File: src/rtl/core/mrr_pkg.sv
`default_nettype none

package mrr_pkg;

  // field and register widths
  localparam int COORD_W  = 8;
  localparam int DIM_W    = 9;
  localparam int VAL_W    = 32;
  localparam int STEP_W   = 32;
  localparam int CNT_W    = $clog2(STEP_W);
  localparam int RING_W   = 7;
  localparam int LEN_W    = 10;
  localparam int CFG_IDX_W = 2;

  // largest matrix side that a coordinate can address
  localparam int COORD_SPAN = 256;
  localparam int DEFAULT_MAX_DIM = 256;

  // reset values of the registers
  localparam logic [DIM_W-1:0]  ROWS_RST  = DIM_W'(2);
  localparam logic [DIM_W-1:0]  COLS_RST  = DIM_W'(2);
  localparam logic [STEP_W-1:0] STEPS_RST = '0;

  // depth of the queue between front and back
  localparam int Q_DEPTH = 2;
  localparam int Q_PTR_W = $clog2(Q_DEPTH);
  localparam int Q_CNT_W = $clog2(Q_DEPTH + 1);

  typedef enum logic [CFG_IDX_W-1:0] {
    CFG_ROWS  = 2'd0,
    CFG_COLS  = 2'd1,
    CFG_STEPS = 2'd2
  } cfg_idx_t;

  typedef enum logic [1:0] {
    BK_IDLE,
    BK_DIV,
    BK_MAP
  } back_state_t;

  // one classified element on its way from front to back
  typedef struct packed {
    logic                     bad;
    logic [COORD_W-1:0]       src_row;
    logic [COORD_W-1:0]       src_col;
    logic signed [VAL_W-1:0]  value;
    logic [RING_W-1:0]        ring;
    logic [DIM_W-1:0]         h;
    logic [DIM_W-1:0]         w;
    logic [LEN_W-1:0]         len;
    logic [LEN_W-1:0]         pos;
  } job_t;

endpackage

`default_nettype wire

File: src/rtl/core/mrr_if.sv
`default_nettype none

interface mrr_in_if;
  logic                                  valid;
  logic                                  ready;
  logic [mrr_pkg::COORD_W-1:0]           src_row;
  logic [mrr_pkg::COORD_W-1:0]           src_col;
  logic signed [mrr_pkg::VAL_W-1:0]      elem_value;

  modport source (output valid, output src_row, output src_col, output elem_value,
                  input ready);
  modport sink   (input valid, input src_row, input src_col, input elem_value,
                  output ready);
endinterface

interface mrr_out_if;
  logic                                  valid;
  logic                                  ready;
  logic [mrr_pkg::COORD_W-1:0]           dest_row;
  logic [mrr_pkg::COORD_W-1:0]           dest_col;
  logic signed [mrr_pkg::VAL_W-1:0]      out_value;
  logic                                  bad_coord;

  modport source (output valid, output dest_row, output dest_col, output out_value,
                  output bad_coord, input ready);
  modport sink   (input valid, input dest_row, input dest_col, input out_value,
                  input bad_coord, output ready);
endinterface

`default_nettype wire

File: src/rtl/core/matrix_ring_rotate_address.sv
// channel  | dir | handshake     | payload
// in_chan  | in  | valid/ready   | src_row, src_col, elem_value
// out_chan | out | valid/ready   | dest_row, dest_col, out_value, bad_coord
// cfg      | in  | cfg_we        | cfg_idx, cfg_data
//
// the back end handles one element at a time: a moved element is taken, run through
// 32 single-bit steps of rotation_steps mod ring length and mapped; a flagged one
// is taken and mapped; a two-entry queue lets the front keep taking beats
// reset (rst_n low, synchronous) empties the queue and result register and loads
// row_count = col_count = 2, rotation_steps = 0
// a stalled result stalls the back end; the front stalls only once the queue is full
`default_nettype none

module matrix_ring_rotate_address #(
  parameter int MAX_DIM = mrr_pkg::DEFAULT_MAX_DIM
) (
  input  wire logic                          clk,
  input  wire logic                          rst_n,
  input  wire logic                          cfg_we,
  input  wire logic [mrr_pkg::CFG_IDX_W-1:0] cfg_idx,
  input  wire logic [mrr_pkg::STEP_W-1:0]    cfg_data,
  mrr_in_if.sink                             in_chan,
  mrr_out_if.source                          out_chan
);

  logic [mrr_pkg::DIM_W-1:0]  rows_r, rows_nxt, cols_r, cols_nxt;
  logic [mrr_pkg::STEP_W-1:0] steps_r, steps_nxt;
  logic                       q_full, q_push, q_pop, q_empty;
  mrr_pkg::job_t              push_job, head_job;

  // configuration register writes
  always_comb begin
    rows_nxt  = rows_r;
    cols_nxt  = cols_r;
    steps_nxt = steps_r;
    if (cfg_we) begin
      unique case (mrr_pkg::cfg_idx_t'(cfg_idx))
        mrr_pkg::CFG_ROWS:  rows_nxt  = cfg_data[mrr_pkg::DIM_W-1:0];
        mrr_pkg::CFG_COLS:  cols_nxt  = cfg_data[mrr_pkg::DIM_W-1:0];
        mrr_pkg::CFG_STEPS: steps_nxt = cfg_data;
        default: ;
      endcase
    end
  end

  always_ff @(posedge clk) begin
    if (!rst_n) begin
      rows_r  <= mrr_pkg::ROWS_RST;
      cols_r  <= mrr_pkg::COLS_RST;
      steps_r <= mrr_pkg::STEPS_RST;
    end else begin
      rows_r  <= rows_nxt;
      cols_r  <= cols_nxt;
      steps_r <= steps_nxt;
    end
  end

  // classify incoming beats
  mrr_front #(
    .MAX_DIM (MAX_DIM)
  ) u_front (
    .row_count (rows_r),
    .col_count (cols_r),
    .in_ch     (in_chan),
    .q_full    (q_full),
    .q_push    (q_push),
    .q_job     (push_job)
  );

  // queue between front and back
  mrr_queue u_queue (
    .clk      (clk),
    .rst_n    (rst_n),
    .push     (q_push),
    .push_job (push_job),
    .full     (q_full),
    .pop      (q_pop),
    .empty    (q_empty),
    .head     (head_job)
  );

  // rotate and drive results
  mrr_back u_back (
    .clk            (clk),
    .rst_n          (rst_n),
    .rotation_steps (steps_r),
    .q_empty        (q_empty),
    .q_head         (head_job),
    .q_pop          (q_pop),
    .out_ch         (out_chan)
  );

endmodule

`default_nettype wire

File: src/rtl/core/mrr_front.sv
`default_nettype none

module mrr_front #(
  parameter int MAX_DIM = mrr_pkg::DEFAULT_MAX_DIM
) (
  input  wire logic [mrr_pkg::DIM_W-1:0] row_count,
  input  wire logic [mrr_pkg::DIM_W-1:0] col_count,
  mrr_in_if.sink                         in_ch,
  input  wire logic                      q_full,
  output      logic                      q_push,
  output      mrr_pkg::job_t             q_job
);

  localparam int DIM_LIM = (MAX_DIM < mrr_pkg::COORD_SPAN) ? MAX_DIM : mrr_pkg::COORD_SPAN;
  localparam logic [mrr_pkg::DIM_W-1:0] LIM = mrr_pkg::DIM_W'(DIM_LIM);

  logic [mrr_pkg::DIM_W-1:0]   rows, cols, h, w;
  logic [mrr_pkg::COORD_W-1:0] row, col, dist_bot, dist_rgt, dmin_r, dmin_c, d, lr, lc;
  logic [mrr_pkg::LEN_W-1:0]   h10, w10, lr10, lc10, pos;
  logic [mrr_pkg::LEN_W:0]     len_wide;
  logic                        outside, thin;

  // beat is taken whenever the queue has room
  assign in_ch.ready = !q_full;
  assign q_push      = in_ch.valid && !q_full;

  // clamp dimensions and check the coordinate
  always_comb begin
    row  = in_ch.src_row;
    col  = in_ch.src_col;
    rows = (row_count > LIM) ? LIM : row_count;
    cols = (col_count > LIM) ? LIM : col_count;
    outside = ({1'b0, row} >= rows) || ({1'b0, col} >= cols);
  end

  // ring index is the least distance to an edge
  always_comb begin
    dist_bot = mrr_pkg::COORD_W'(rows - mrr_pkg::DIM_W'(1) - {1'b0, row});
    dist_rgt = mrr_pkg::COORD_W'(cols - mrr_pkg::DIM_W'(1) - {1'b0, col});
    dmin_r   = (row < dist_bot) ? row : dist_bot;
    dmin_c   = (col < dist_rgt) ? col : dist_rgt;
    d        = (dmin_r < dmin_c) ? dmin_r : dmin_c;
    h        = rows - {d, 1'b0};
    w        = cols - {d, 1'b0};
    thin     = (h < mrr_pkg::DIM_W'(2)) || (w < mrr_pkg::DIM_W'(2));
    lr       = row - d;
    lc       = col - d;
    len_wide = {1'b0, h, 1'b0} + {1'b0, w, 1'b0} - (mrr_pkg::LEN_W+1)'(4);
  end

  // position along the ring, counter-clockwise from the top-left corner
  always_comb begin
    h10  = {1'b0, h};
    w10  = {1'b0, w};
    lr10 = {2'b0, lr};
    lc10 = {2'b0, lc};
    if (lc == '0) begin
      pos = lr10;
    end else if ({1'b0, lr} == h - mrr_pkg::DIM_W'(1)) begin
      pos = h10 - mrr_pkg::LEN_W'(1) + lc10;
    end else if ({1'b0, lc} == w - mrr_pkg::DIM_W'(1)) begin
      pos = h10 + w10 - mrr_pkg::LEN_W'(2) + (h10 - mrr_pkg::LEN_W'(1) - lr10);
    end else begin
      pos = {h, 1'b0} + w10 - mrr_pkg::LEN_W'(3) + (w10 - mrr_pkg::LEN_W'(1) - lc10);
    end
  end

  // classified job for the queue
  always_comb begin
    q_job.bad     = outside || thin;
    q_job.src_row = row;
    q_job.src_col = col;
    q_job.value   = in_ch.elem_value;
    q_job.ring    = d[mrr_pkg::RING_W-1:0];
    q_job.h       = h;
    q_job.w       = w;
    q_job.len     = len_wide[mrr_pkg::LEN_W-1:0];
    q_job.pos     = pos;
  end

endmodule

`default_nettype wire

File: src/rtl/core/mrr_queue.sv
`default_nettype none

module mrr_queue (
  input  wire logic          clk,
  input  wire logic          rst_n,
  input  wire logic          push,
  input  wire mrr_pkg::job_t push_job,
  output      logic          full,
  input  wire logic          pop,
  output      logic          empty,
  output      mrr_pkg::job_t head
);

  mrr_pkg::job_t                mem_r [mrr_pkg::Q_DEPTH];
  logic [mrr_pkg::Q_PTR_W-1:0]  wr_ptr_r, wr_ptr_nxt, rd_ptr_r, rd_ptr_nxt;
  logic [mrr_pkg::Q_CNT_W-1:0]  cnt_r, cnt_nxt;
  logic                         do_push, do_pop;

  assign full  = (cnt_r == mrr_pkg::Q_CNT_W'(mrr_pkg::Q_DEPTH));
  assign empty = (cnt_r == '0);
  assign head  = mem_r[rd_ptr_r];

  // pointer and fill count update
  always_comb begin
    do_push    = push && !full;
    do_pop     = pop && !empty;
    wr_ptr_nxt = wr_ptr_r;
    rd_ptr_nxt = rd_ptr_r;
    if (do_push) begin
      wr_ptr_nxt = (wr_ptr_r == mrr_pkg::Q_PTR_W'(mrr_pkg::Q_DEPTH - 1)) ? '0 :
                   wr_ptr_r + mrr_pkg::Q_PTR_W'(1);
    end
    if (do_pop) begin
      rd_ptr_nxt = (rd_ptr_r == mrr_pkg::Q_PTR_W'(mrr_pkg::Q_DEPTH - 1)) ? '0 :
                   rd_ptr_r + mrr_pkg::Q_PTR_W'(1);
    end
    cnt_nxt = cnt_r + mrr_pkg::Q_CNT_W'(do_push) - mrr_pkg::Q_CNT_W'(do_pop);
  end

  always_ff @(posedge clk) begin
    if (!rst_n) begin
      wr_ptr_r <= '0;
      rd_ptr_r <= '0;
      cnt_r    <= '0;
    end else begin
      wr_ptr_r <= wr_ptr_nxt;
      rd_ptr_r <= rd_ptr_nxt;
      cnt_r    <= cnt_nxt;
    end
  end

  // entry storage
  always_ff @(posedge clk) begin
    if (do_push) begin
      mem_r[wr_ptr_r] <= push_job;
    end
  end

endmodule

`default_nettype wire

File: src/rtl/core/mrr_back.sv
`default_nettype none

module mrr_back (
  input  wire logic                       clk,
  input  wire logic                       rst_n,
  input  wire logic [mrr_pkg::STEP_W-1:0] rotation_steps,
  input  wire logic                       q_empty,
  input  wire mrr_pkg::job_t              q_head,
  output      logic                       q_pop,
  mrr_out_if.source                       out_ch
);

  mrr_pkg::back_state_t          state_r, state_nxt;
  mrr_pkg::job_t                 job_r, job_nxt;
  logic [mrr_pkg::LEN_W-1:0]     rem_r, rem_nxt;
  logic [mrr_pkg::CNT_W-1:0]     cnt_r, cnt_nxt;
  logic                          out_vld_r, out_vld_nxt;
  logic [mrr_pkg::COORD_W-1:0]   drow_r, drow_nxt, dcol_r, dcol_nxt;
  logic signed [mrr_pkg::VAL_W-1:0] oval_r, oval_nxt;
  logic                          obad_r, obad_nxt;

  logic [mrr_pkg::LEN_W:0]       cand, sum, t2, t3;
  logic [mrr_pkg::LEN_W-1:0]     div_rem, q, h10, w10, d10, nr, nc, rrow, rcol;

  assign out_ch.valid     = out_vld_r;
  assign out_ch.dest_row  = drow_r;
  assign out_ch.dest_col  = dcol_r;
  assign out_ch.out_value = oval_r;
  assign out_ch.bad_coord = obad_r;

  // one restoring step of rotation_steps mod len
  always_comb begin
    cand    = {rem_r, rotation_steps[cnt_r]};
    div_rem = (cand >= {1'b0, job_r.len}) ? mrr_pkg::LEN_W'(cand - {1'b0, job_r.len}) :
              cand[mrr_pkg::LEN_W-1:0];
  end

  // destination on the ring
  always_comb begin
    h10 = {1'b0, job_r.h};
    w10 = {1'b0, job_r.w};
    d10 = {3'b0, job_r.ring};
    sum = {1'b0, job_r.pos} + {1'b0, rem_r};
    q   = (sum >= {1'b0, job_r.len}) ? mrr_pkg::LEN_W'(sum - {1'b0, job_r.len}) :
          sum[mrr_pkg::LEN_W-1:0];
    t2  = {1'b0, h10} + {1'b0, w10} - (mrr_pkg::LEN_W+1)'(1);
    t3  = {1'b0, job_r.h, 1'b0} + {1'b0, w10} - (mrr_pkg::LEN_W+1)'(2);
    if (q < h10) begin
      nr = q;
      nc = '0;
    end else if ({1'b0, q} < t2) begin
      nr = h10 - mrr_pkg::LEN_W'(1);
      nc = q - (h10 - mrr_pkg::LEN_W'(1));
    end else if ({1'b0, q} < t3) begin
      nr = t3[mrr_pkg::LEN_W-1:0] - mrr_pkg::LEN_W'(1) - q;
      nc = w10 - mrr_pkg::LEN_W'(1);
    end else begin
      nr = '0;
      nc = job_r.len - q;
    end
    rrow = nr + d10;
    rcol = nc + d10;
  end

  // sequencer: take a job, divide, place the result beat
  always_comb begin
    state_nxt   = state_r;
    job_nxt     = job_r;
    rem_nxt     = rem_r;
    cnt_nxt     = cnt_r;
    q_pop       = 1'b0;
    out_vld_nxt = out_vld_r && !out_ch.ready;
    drow_nxt    = drow_r;
    dcol_nxt    = dcol_r;
    oval_nxt    = oval_r;
    obad_nxt    = obad_r;
    unique case (state_r)
      mrr_pkg::BK_IDLE: begin
        if (!q_empty) begin
          q_pop     = 1'b1;
          job_nxt   = q_head;
          rem_nxt   = '0;
          cnt_nxt   = '1;
          state_nxt = q_head.bad ? mrr_pkg::BK_MAP : mrr_pkg::BK_DIV;
        end
      end
      mrr_pkg::BK_DIV: begin
        rem_nxt = div_rem;
        cnt_nxt = cnt_r - mrr_pkg::CNT_W'(1);
        if (cnt_r == '0) begin
          state_nxt = mrr_pkg::BK_MAP;
        end
      end
      mrr_pkg::BK_MAP: begin
        if (!out_vld_r || out_ch.ready) begin
          out_vld_nxt = 1'b1;
          oval_nxt    = job_r.value;
          obad_nxt    = job_r.bad;
          drow_nxt    = job_r.bad ? job_r.src_row : rrow[mrr_pkg::COORD_W-1:0];
          dcol_nxt    = job_r.bad ? job_r.src_col : rcol[mrr_pkg::COORD_W-1:0];
          state_nxt   = mrr_pkg::BK_IDLE;
        end
      end
      default: begin
        state_nxt = mrr_pkg::BK_IDLE;
      end
    endcase
  end

  always_ff @(posedge clk) begin
    if (!rst_n) begin
      state_r   <= mrr_pkg::BK_IDLE;
      out_vld_r <= 1'b0;
    end else begin
      state_r   <= state_nxt;
      out_vld_r <= out_vld_nxt;
    end
  end

  // datapath registers
  always_ff @(posedge clk) begin
    job_r  <= job_nxt;
    rem_r  <= rem_nxt;
    cnt_r  <= cnt_nxt;
    drow_r <= drow_nxt;
    dcol_r <= dcol_nxt;
    oval_r <= oval_nxt;
    obad_r <= obad_nxt;
  end

`ifndef SYNTH
  // partial remainder stays below the ring length
  a_rem_bound: assert property (@(posedge clk) disable iff (!rst_n)
    (state_r == mrr_pkg::BK_DIV) |-> (rem_r < job_r.len))
    else $error("remainder not below ring length");

  // division only ends into the mapping step
  a_div_exit: assert property (@(posedge clk) disable iff (!rst_n)
    (state_r == mrr_pkg::BK_DIV) |=>
      (state_r == mrr_pkg::BK_DIV || state_r == mrr_pkg::BK_MAP))
    else $error("division left early");

  // a result beat appears only out of the mapping step
  a_out_src: assert property (@(posedge clk) disable iff (!rst_n)
    $rose(out_vld_r) |-> $past(state_r == mrr_pkg::BK_MAP))
    else $error("result beat without mapping step");
`endif

endmodule

`default_nettype wire
File: src/flat_wrapper.sv
// flat-port wrapper written by rule: the top's interface ports become plain ports
module matrix_ring_rotate_address_flat 
#(
  parameter int MAX_DIM = mrr_pkg::DEFAULT_MAX_DIM
)
  (clk, rst_n, cfg_we, cfg_idx, cfg_data, in_chan_valid, in_chan_src_row, in_chan_src_col, in_chan_elem_value, in_chan_ready, out_chan_valid, out_chan_dest_row, out_chan_dest_col, out_chan_out_value, out_chan_bad_coord, out_chan_ready);
  mrr_in_if in_chan_i ();
  mrr_out_if out_chan_i ();
  input  wire logic clk;
  input  wire logic rst_n;
  input  wire logic cfg_we;
  input  wire logic [mrr_pkg::CFG_IDX_W-1:0] cfg_idx;
  input  wire logic [mrr_pkg::STEP_W-1:0] cfg_data;
  input wire logic [$bits(in_chan_i.valid)-1:0] in_chan_valid;
  input wire logic [$bits(in_chan_i.src_row)-1:0] in_chan_src_row;
  input wire logic [$bits(in_chan_i.src_col)-1:0] in_chan_src_col;
  input wire logic [$bits(in_chan_i.elem_value)-1:0] in_chan_elem_value;
  output wire logic [$bits(in_chan_i.ready)-1:0] in_chan_ready;
  output wire logic [$bits(out_chan_i.valid)-1:0] out_chan_valid;
  output wire logic [$bits(out_chan_i.dest_row)-1:0] out_chan_dest_row;
  output wire logic [$bits(out_chan_i.dest_col)-1:0] out_chan_dest_col;
  output wire logic [$bits(out_chan_i.out_value)-1:0] out_chan_out_value;
  output wire logic [$bits(out_chan_i.bad_coord)-1:0] out_chan_bad_coord;
  input wire logic [$bits(out_chan_i.ready)-1:0] out_chan_ready;
  assign in_chan_i.valid = in_chan_valid;
  assign in_chan_i.src_row = in_chan_src_row;
  assign in_chan_i.src_col = in_chan_src_col;
  assign in_chan_i.elem_value = in_chan_elem_value;
  assign in_chan_ready = in_chan_i.ready;
  assign out_chan_valid = out_chan_i.valid;
  assign out_chan_dest_row = out_chan_i.dest_row;
  assign out_chan_dest_col = out_chan_i.dest_col;
  assign out_chan_out_value = out_chan_i.out_value;
  assign out_chan_bad_coord = out_chan_i.bad_coord;
  assign out_chan_i.ready = out_chan_ready;
  matrix_ring_rotate_address #(.MAX_DIM(MAX_DIM)) u_core (.clk(clk), .rst_n(rst_n), .cfg_we(cfg_we), .cfg_idx(cfg_idx), .cfg_data(cfg_data), .in_chan(in_chan_i), .out_chan(out_chan_i));
endmodule
File: config.mk
export PLATFORM = sky130hd
export DESIGN_NAME = matrix_ring_rotate_address_flat
export DESIGN_NICKNAME = d
export VERILOG_FILES = /design/src/rtl/core/mrr_pkg.sv /design/src/rtl/core/mrr_if.sv /design/src/rtl/core/matrix_ring_rotate_address.sv /design/src/rtl/core/mrr_front.sv /design/src/rtl/core/mrr_queue.sv /design/src/rtl/core/mrr_back.sv /design/src/flat_wrapper.sv
export SDC_FILE = /design/constraint.sdc
export NUM_CORES = 1
export LEC_CHECK = 0
export ABC_AREA = 0
export BUFFER_PORTS_ARGS = -buffer_cell sky130_fd_sc_hd__buf_4
export CORE_ASPECT_RATIO = 0.75
export CORE_MARGIN = 3
export CORE_UTILIZATION = 42
export CTS_CLUSTER_SIZE = 12
export DETAILED_ROUTE_END_ITERATION = 12
export GPL_ROUTABILITY_DRIVEN = 0
export GPL_TIMING_DRIVEN = 0
export PLACE_DENSITY_LB_ADDON = 0.1
export SLEW_MARGIN = 40
export SYNTH_ARGS = -nofsm -noshare
export SYNTH_HDL_FRONTEND = slang
export SYNTH_SLANG_ARGS = --single-unit
File: constraint.sdc
create_clock -name clk -period 13 [get_ports clk]
set_clock_uncertainty 0.1 [all_clocks]
set_input_delay 2.6 -clock clk [delete_from_list [all_inputs] [get_ports clk]]
set_output_delay 2.6 -clock clk [all_outputs]
set_load 0.05 [all_outputs]
* Yosys cells after proc, flatten, opt, wreduce, memory -nomap -nowiden *
Memory sizes are Yosys's and may differ from the RTL's. A register that Yosys moved wholly into a read port is not among the register bits.
Index checks and enable logic that the tools add are counted.

cells by class
  add/subtract/negate cells = 43
  order comparisons = 15
  equal/unequal tests = 10
  muxes and demuxes = 39
  bitwise logic cells = 1
  reduce and logical (&&, ||, !) cells = 25

operators by type and width
  operator                 count
  $mux W8                  11
  $mux W10                 6
  $sub A8 B8 Y8            7
  $sub A8 B1 Y8 const B    5
  $add A10 B10 Y10         3
  $lt A8 B8 Y1             3
  $ge A11 B10 Y1           2
  $lt A10 B11 Y1           2
  $add A9 B9 Y10           2
  $pmux W10 S2             1
  $sub A10 B10 Y10         2
  $sub A10 B2 Y10 const B  2
  $sub A10 B8 Y10          2
  $sub A9 B1 Y10 const B   2
  $eq A8 B9 Y1             2
  $ge A8 B9 Y1             2
  $gt A9 B9 Y1 const B     2
  $lt A9 B2 Y1 const B     2
  $mux W9                  2
  $sub A9 B1 Y9 const B    2
  $sub A9 B9 Y9            2
  $add A8 B7 Y8            2
  $reduce_and A2 Y1        6
  $add A10 B10 Y11         1
  30 further kinds         60

storage, ports and cells
  bits in registers = 215
  memory bits (writable) = 188
  input port bits = 87
  output and inout port bits = 51
  memories = 1

memory list
  memory                depth  width  read ports  clocked after memory_dff  wr ports  line             source
  u_core.u_queue.mem_r  2      94     1           1                         1         mrr_queue.sv:14  mrr_pkg::job_t mem_r [mrr_pkg::Q_DEPTH];

* Logic depth before layout (Yosys ltp) *
  depth in word-level cells = 15
  mapped depth = 52
  gate-level depth less buffers = 50

* Hierarchy *
A second synthesis with hierarchy kept.

unflattened totals
  cell total of the unflattened synthesis = 2356
  area, all modules = 26487.9 µm²

by module, submodules not included
  module                      instances  cells an instance  area an instance (µm²)  sequential area each (µm²)
  mrr_back                    1          915                10495.1                 4804.6
  mrr_queue                   1          319                7028.0                  5745.5
  mrr_front                   1          920                7010.5                  0.0
  matrix_ring_rotate_address  1          202                1954.4                  1001.0

* Least setup slack after synthesis *
No wires, ideal clock.

  path type = input to register
  start = in in_chan_src_row[1]
  end = mem u_core.u_queue.mem_r[0][9] in the netlist's numbering, data pin
  data arrival time = 11.843 ns
  data required time = 12.639 ns
  setup slack = 0.797 ns
  stages = 45
  buffers on the path = 2
  cell sequence = ha_1 -> ha_1 -> o21ai_0 -> nand2b_1 -> a21oi_1 -> xnor2_1 -> inv_1 -> ha_1 -> a21o_1 -> or3_1 -> o2111ai_1 -> nand2_1 -> o21ai_0 -> inv_1 -> ha_1 -> a21oi_1 -> o21ai_0 -> or2_2 -> [9 not listed] -> o41ai_1 -> nand2_1 -> a2111oi_0 -> or3_1 -> clkbuf_1 -> inv_1 -> fa_1 -> fa_1 -> inv_1 -> ha_1 -> inv_1 -> o21bai_1 -> a21o_1 -> a21oi_1 -> xnor2_1 -> or3_1 -> o21a_1 -> o2111a_1

RTL lines
  what                line                source
  start: declaration  flat_wrapper.sv:15  input wire logic [$bits(in_chan_i.src_row)-1:0] in_chan_src_row;
  end: declaration    mrr_queue.sv:14

==> results.cfg <==
[synthesis]
synth-simple-area-share = 0.08757
syn_area_mm2 = 0.02530
synthAdderAreaFrac = 0.1530
syn_inst = 2244
yosys-top-cells-area = edfxtp_1 (41%), ha_1 (12%), dfxtp_1 (4.6%), mux2_2 (4.6%), xnor2_1 (4.4%)
yosys_warnings = 0
synthXorXnorAreaFrac = 0.06399
yosysSeqAreaShare = 0.4529
synth_top_family_by_area = adder cells
syn_area_per_cell_um2 = 11.28
synth.most_common_cell = edfxtp_1
synthFlopType = edfxtp_1
synth_fp_nets = 2615
synth-compound-area-share = 0.1237
synth_top_cell_by_area = edfxtp_1
synth_seq_cells = 401
ys_types = 98
synth_edf_count = 343
synth.top_cell.area_share = 0.4071
synth_top_cells_by_count = edfxtp_1 (343), inv_1 (251), ha_1 (247), nand2_1 (143)
muxShareOfSynthArea = 0.07135
synthArstFlopShare = 0

[cts]
insertion_delay_ns = 0.57
cts_hold_buf = 0
ctsLongestPathBuffers = 3
path_clk_slew_ns = 0.06
cts_tree = built
htreeDepth = 2
cts.sinks = 401
cts_root_buffer = clkbuf_16
cts-buffers-inserted = 43

[min_path]
hold_class = reg -> reg

[sta]
relSlewSlack = 0.4167
fin_crit_sh = 0.9724
fin_setup_tns_ns = 0
slew_violations = 0
setup-violations-final = 0
hold_viol = 0
worst_pin_slew_ns = 0.8717
fin_crit_ns = 12.64
max_freq_mhz = 79.11

[floorplanning]
die_area_mm2 = 0.06326
core-area_mm2 = 0.05925
rows = 77
die_h_um = 218.6
initial_core_util = 0.4271
die_x_um = 289.4
ios = 138

[worst_setup_path]
cp_slowest_cell = fa_1
critPathBufInv = 6
cp-end-kind = register
critPathMaxFanout = 10
crit_arrival_ns = 12.83
worstSetupStartpointType = input port
critPathKind = in -> reg
crit_required_ns = 13.18
path_delay_family = compound AO/OA/AOI/OAI gates
critPathMaxStageDelay_ns = 0.55

[grt]
grt_pass1_wl_um = 100000
antenna_found_initial = 0
grt.overflow.total = 0
grt_pass1_vias = 17497
grt_max_degree = 37
grt_use_total = 0.2050

[final_layout]
num_antenna_cells = 0
area_growth_pct = 15.79
final_area_mm2 = 0.02930
final_util = 0.4945
drive_gt1_frac = 0.1741
nNetsFinal = 2835

[place]
dp.final_hpwl_um = 50080
placed_area_mm2 = 0.02766
io_buffer_count = 136

[routing]
via_per_inst = 5.305
drt-initial-drc-count = 1227
wl_per_cell_um = 19.70
wl_um = 64540
ant_nets = 0
dr.pass1.iters = 5
vias = 17386
drc_errors = 0

[run_status]
run_status = finished, final reports clean

[run]
cap_violations = 0
[flip-flops by register name, summed over array words and instances (netlist names), 7 cells and up, named ones only]
| name | cells |
|---|---|
| u_core.u_back.out_ch.dest_row | 8 |
| u_core.cols_r | 9 |
| u_core.u_back.out_ch.out_value | 32 |
| u_core.rows_r | 9 |
| u_core.u_back.rem_r | 10 |
| u_core.u_back.out_ch.dest_col | 8 |
| u_core.u_back.job_r | 77 |
| u_core.u_queue.mem_r | 186 |
| u_core.u_back.d10 | 7 |
| u_core.u_back.h10 | 9 |
| u_core.steps_r | 32 |
[stage by stage]
stage / cells / worst slack (ns) / hold WS, ns
global placement: 3170 / -1.710 / 0.3010
finish: 3277 / 0.3590 / 0.3165
CTS: 3267 / 0.02163 / 0.3166
floorplan: 2244 / 0.7968 / 0.3003
detailed placement: 3196 / -1.793 / 0.3045
global route: 3277 / -0.05612 / 0.3222
[placed cells by master (no fill, tap or decap), types with 7 or more instances in the layout]
cell type	n
edfxtp_1	343
inv_1	249
ha_1	243
buf_4	165
nand2_1	138
a21oi_1	122
xnor2_1	121
mux2_2	103
nor2_1	83
o21ai_0	61
dfxtp_1	58
a21o_1	54
nor2b_1	49
clkbuf_1	49
nand2b_1	48
xor2_1	48
clkbuf_16	44
mux2i_1	41
a21boi_0	37
fa_1	37
o21bai_1	26
nand3_1	24
nor3_1	23
a211oi_1	18
o21a_1	18
and2_1	12
buf_2	10
o21ai_1	10
mux4_2	10
a31oi_1	9
nand4_1	8
clkinv_1	8
o211ai_1	7
nor4_1	7
[logic make-up (layout without fill, tap and decap cells)]
logic type | after synthesis | count (layout)
flops | 401 | 401
buf+inv | 312 | 555
xor+xnor | 180 | 180
mux | 155 | 155
fa+ha+maj | 288 | 288
compound gates | 461 | 461
simple gates | 447 | 447
[layout make-up]
cell class	instances	area [µm²]
clock buffer	54	1149
inverter	255	960.9
fill	5378	29950
timing repair buffer	177	1443
sequential	401	11460
multi-input combinational	1531	12970
clock inverter	14	83.83
buffer	55	240.2
tap	790	988.4
[worst paths after layout]
kind	cells after the start	end	slack, ns	start
worst max-delay path	47	u_core.u_queue.mem_r[1][9]	0.36	in_chan_src_row[2]
worst min-delay path	0	u_core.u_back.out_ch.out_value[16]	0.32	u_core.u_back.job_r[61]
worst max register to register	46	u_core.u_queue.mem_r[1][9]	1.17	u_core.cols_r[8]
worst min register to register	0	u_core.u_back.out_ch.out_value[16]	0.32	u_core.u_back.job_r[61]
[metal layers]
| layer | global-route usage | up-vias | routed length [µm] |
|---|---|---|---|
| li1 | - | 8488 | - |
| met1 | 0.3002 | 8447 | 31600 |
| met2 | 0.3170 | 373 | 28630 |
| met3 | 0.03379 | 78 | 3084 |
| met4 | 0.04869 | 0 | 1226 |
| met5 | 0 | - | 0 |
[repair_timing]
item                       4_1_cts  5_1_grt
cloned                           0        0
setup endpoints to repair       12        6
setup buffers                    4       11
pin swaps                        2       11
resized for setup               14       54
Power is not shown: default switching activity piles up to over one toggle a cycle in this logic, so the estimate is an artifact.
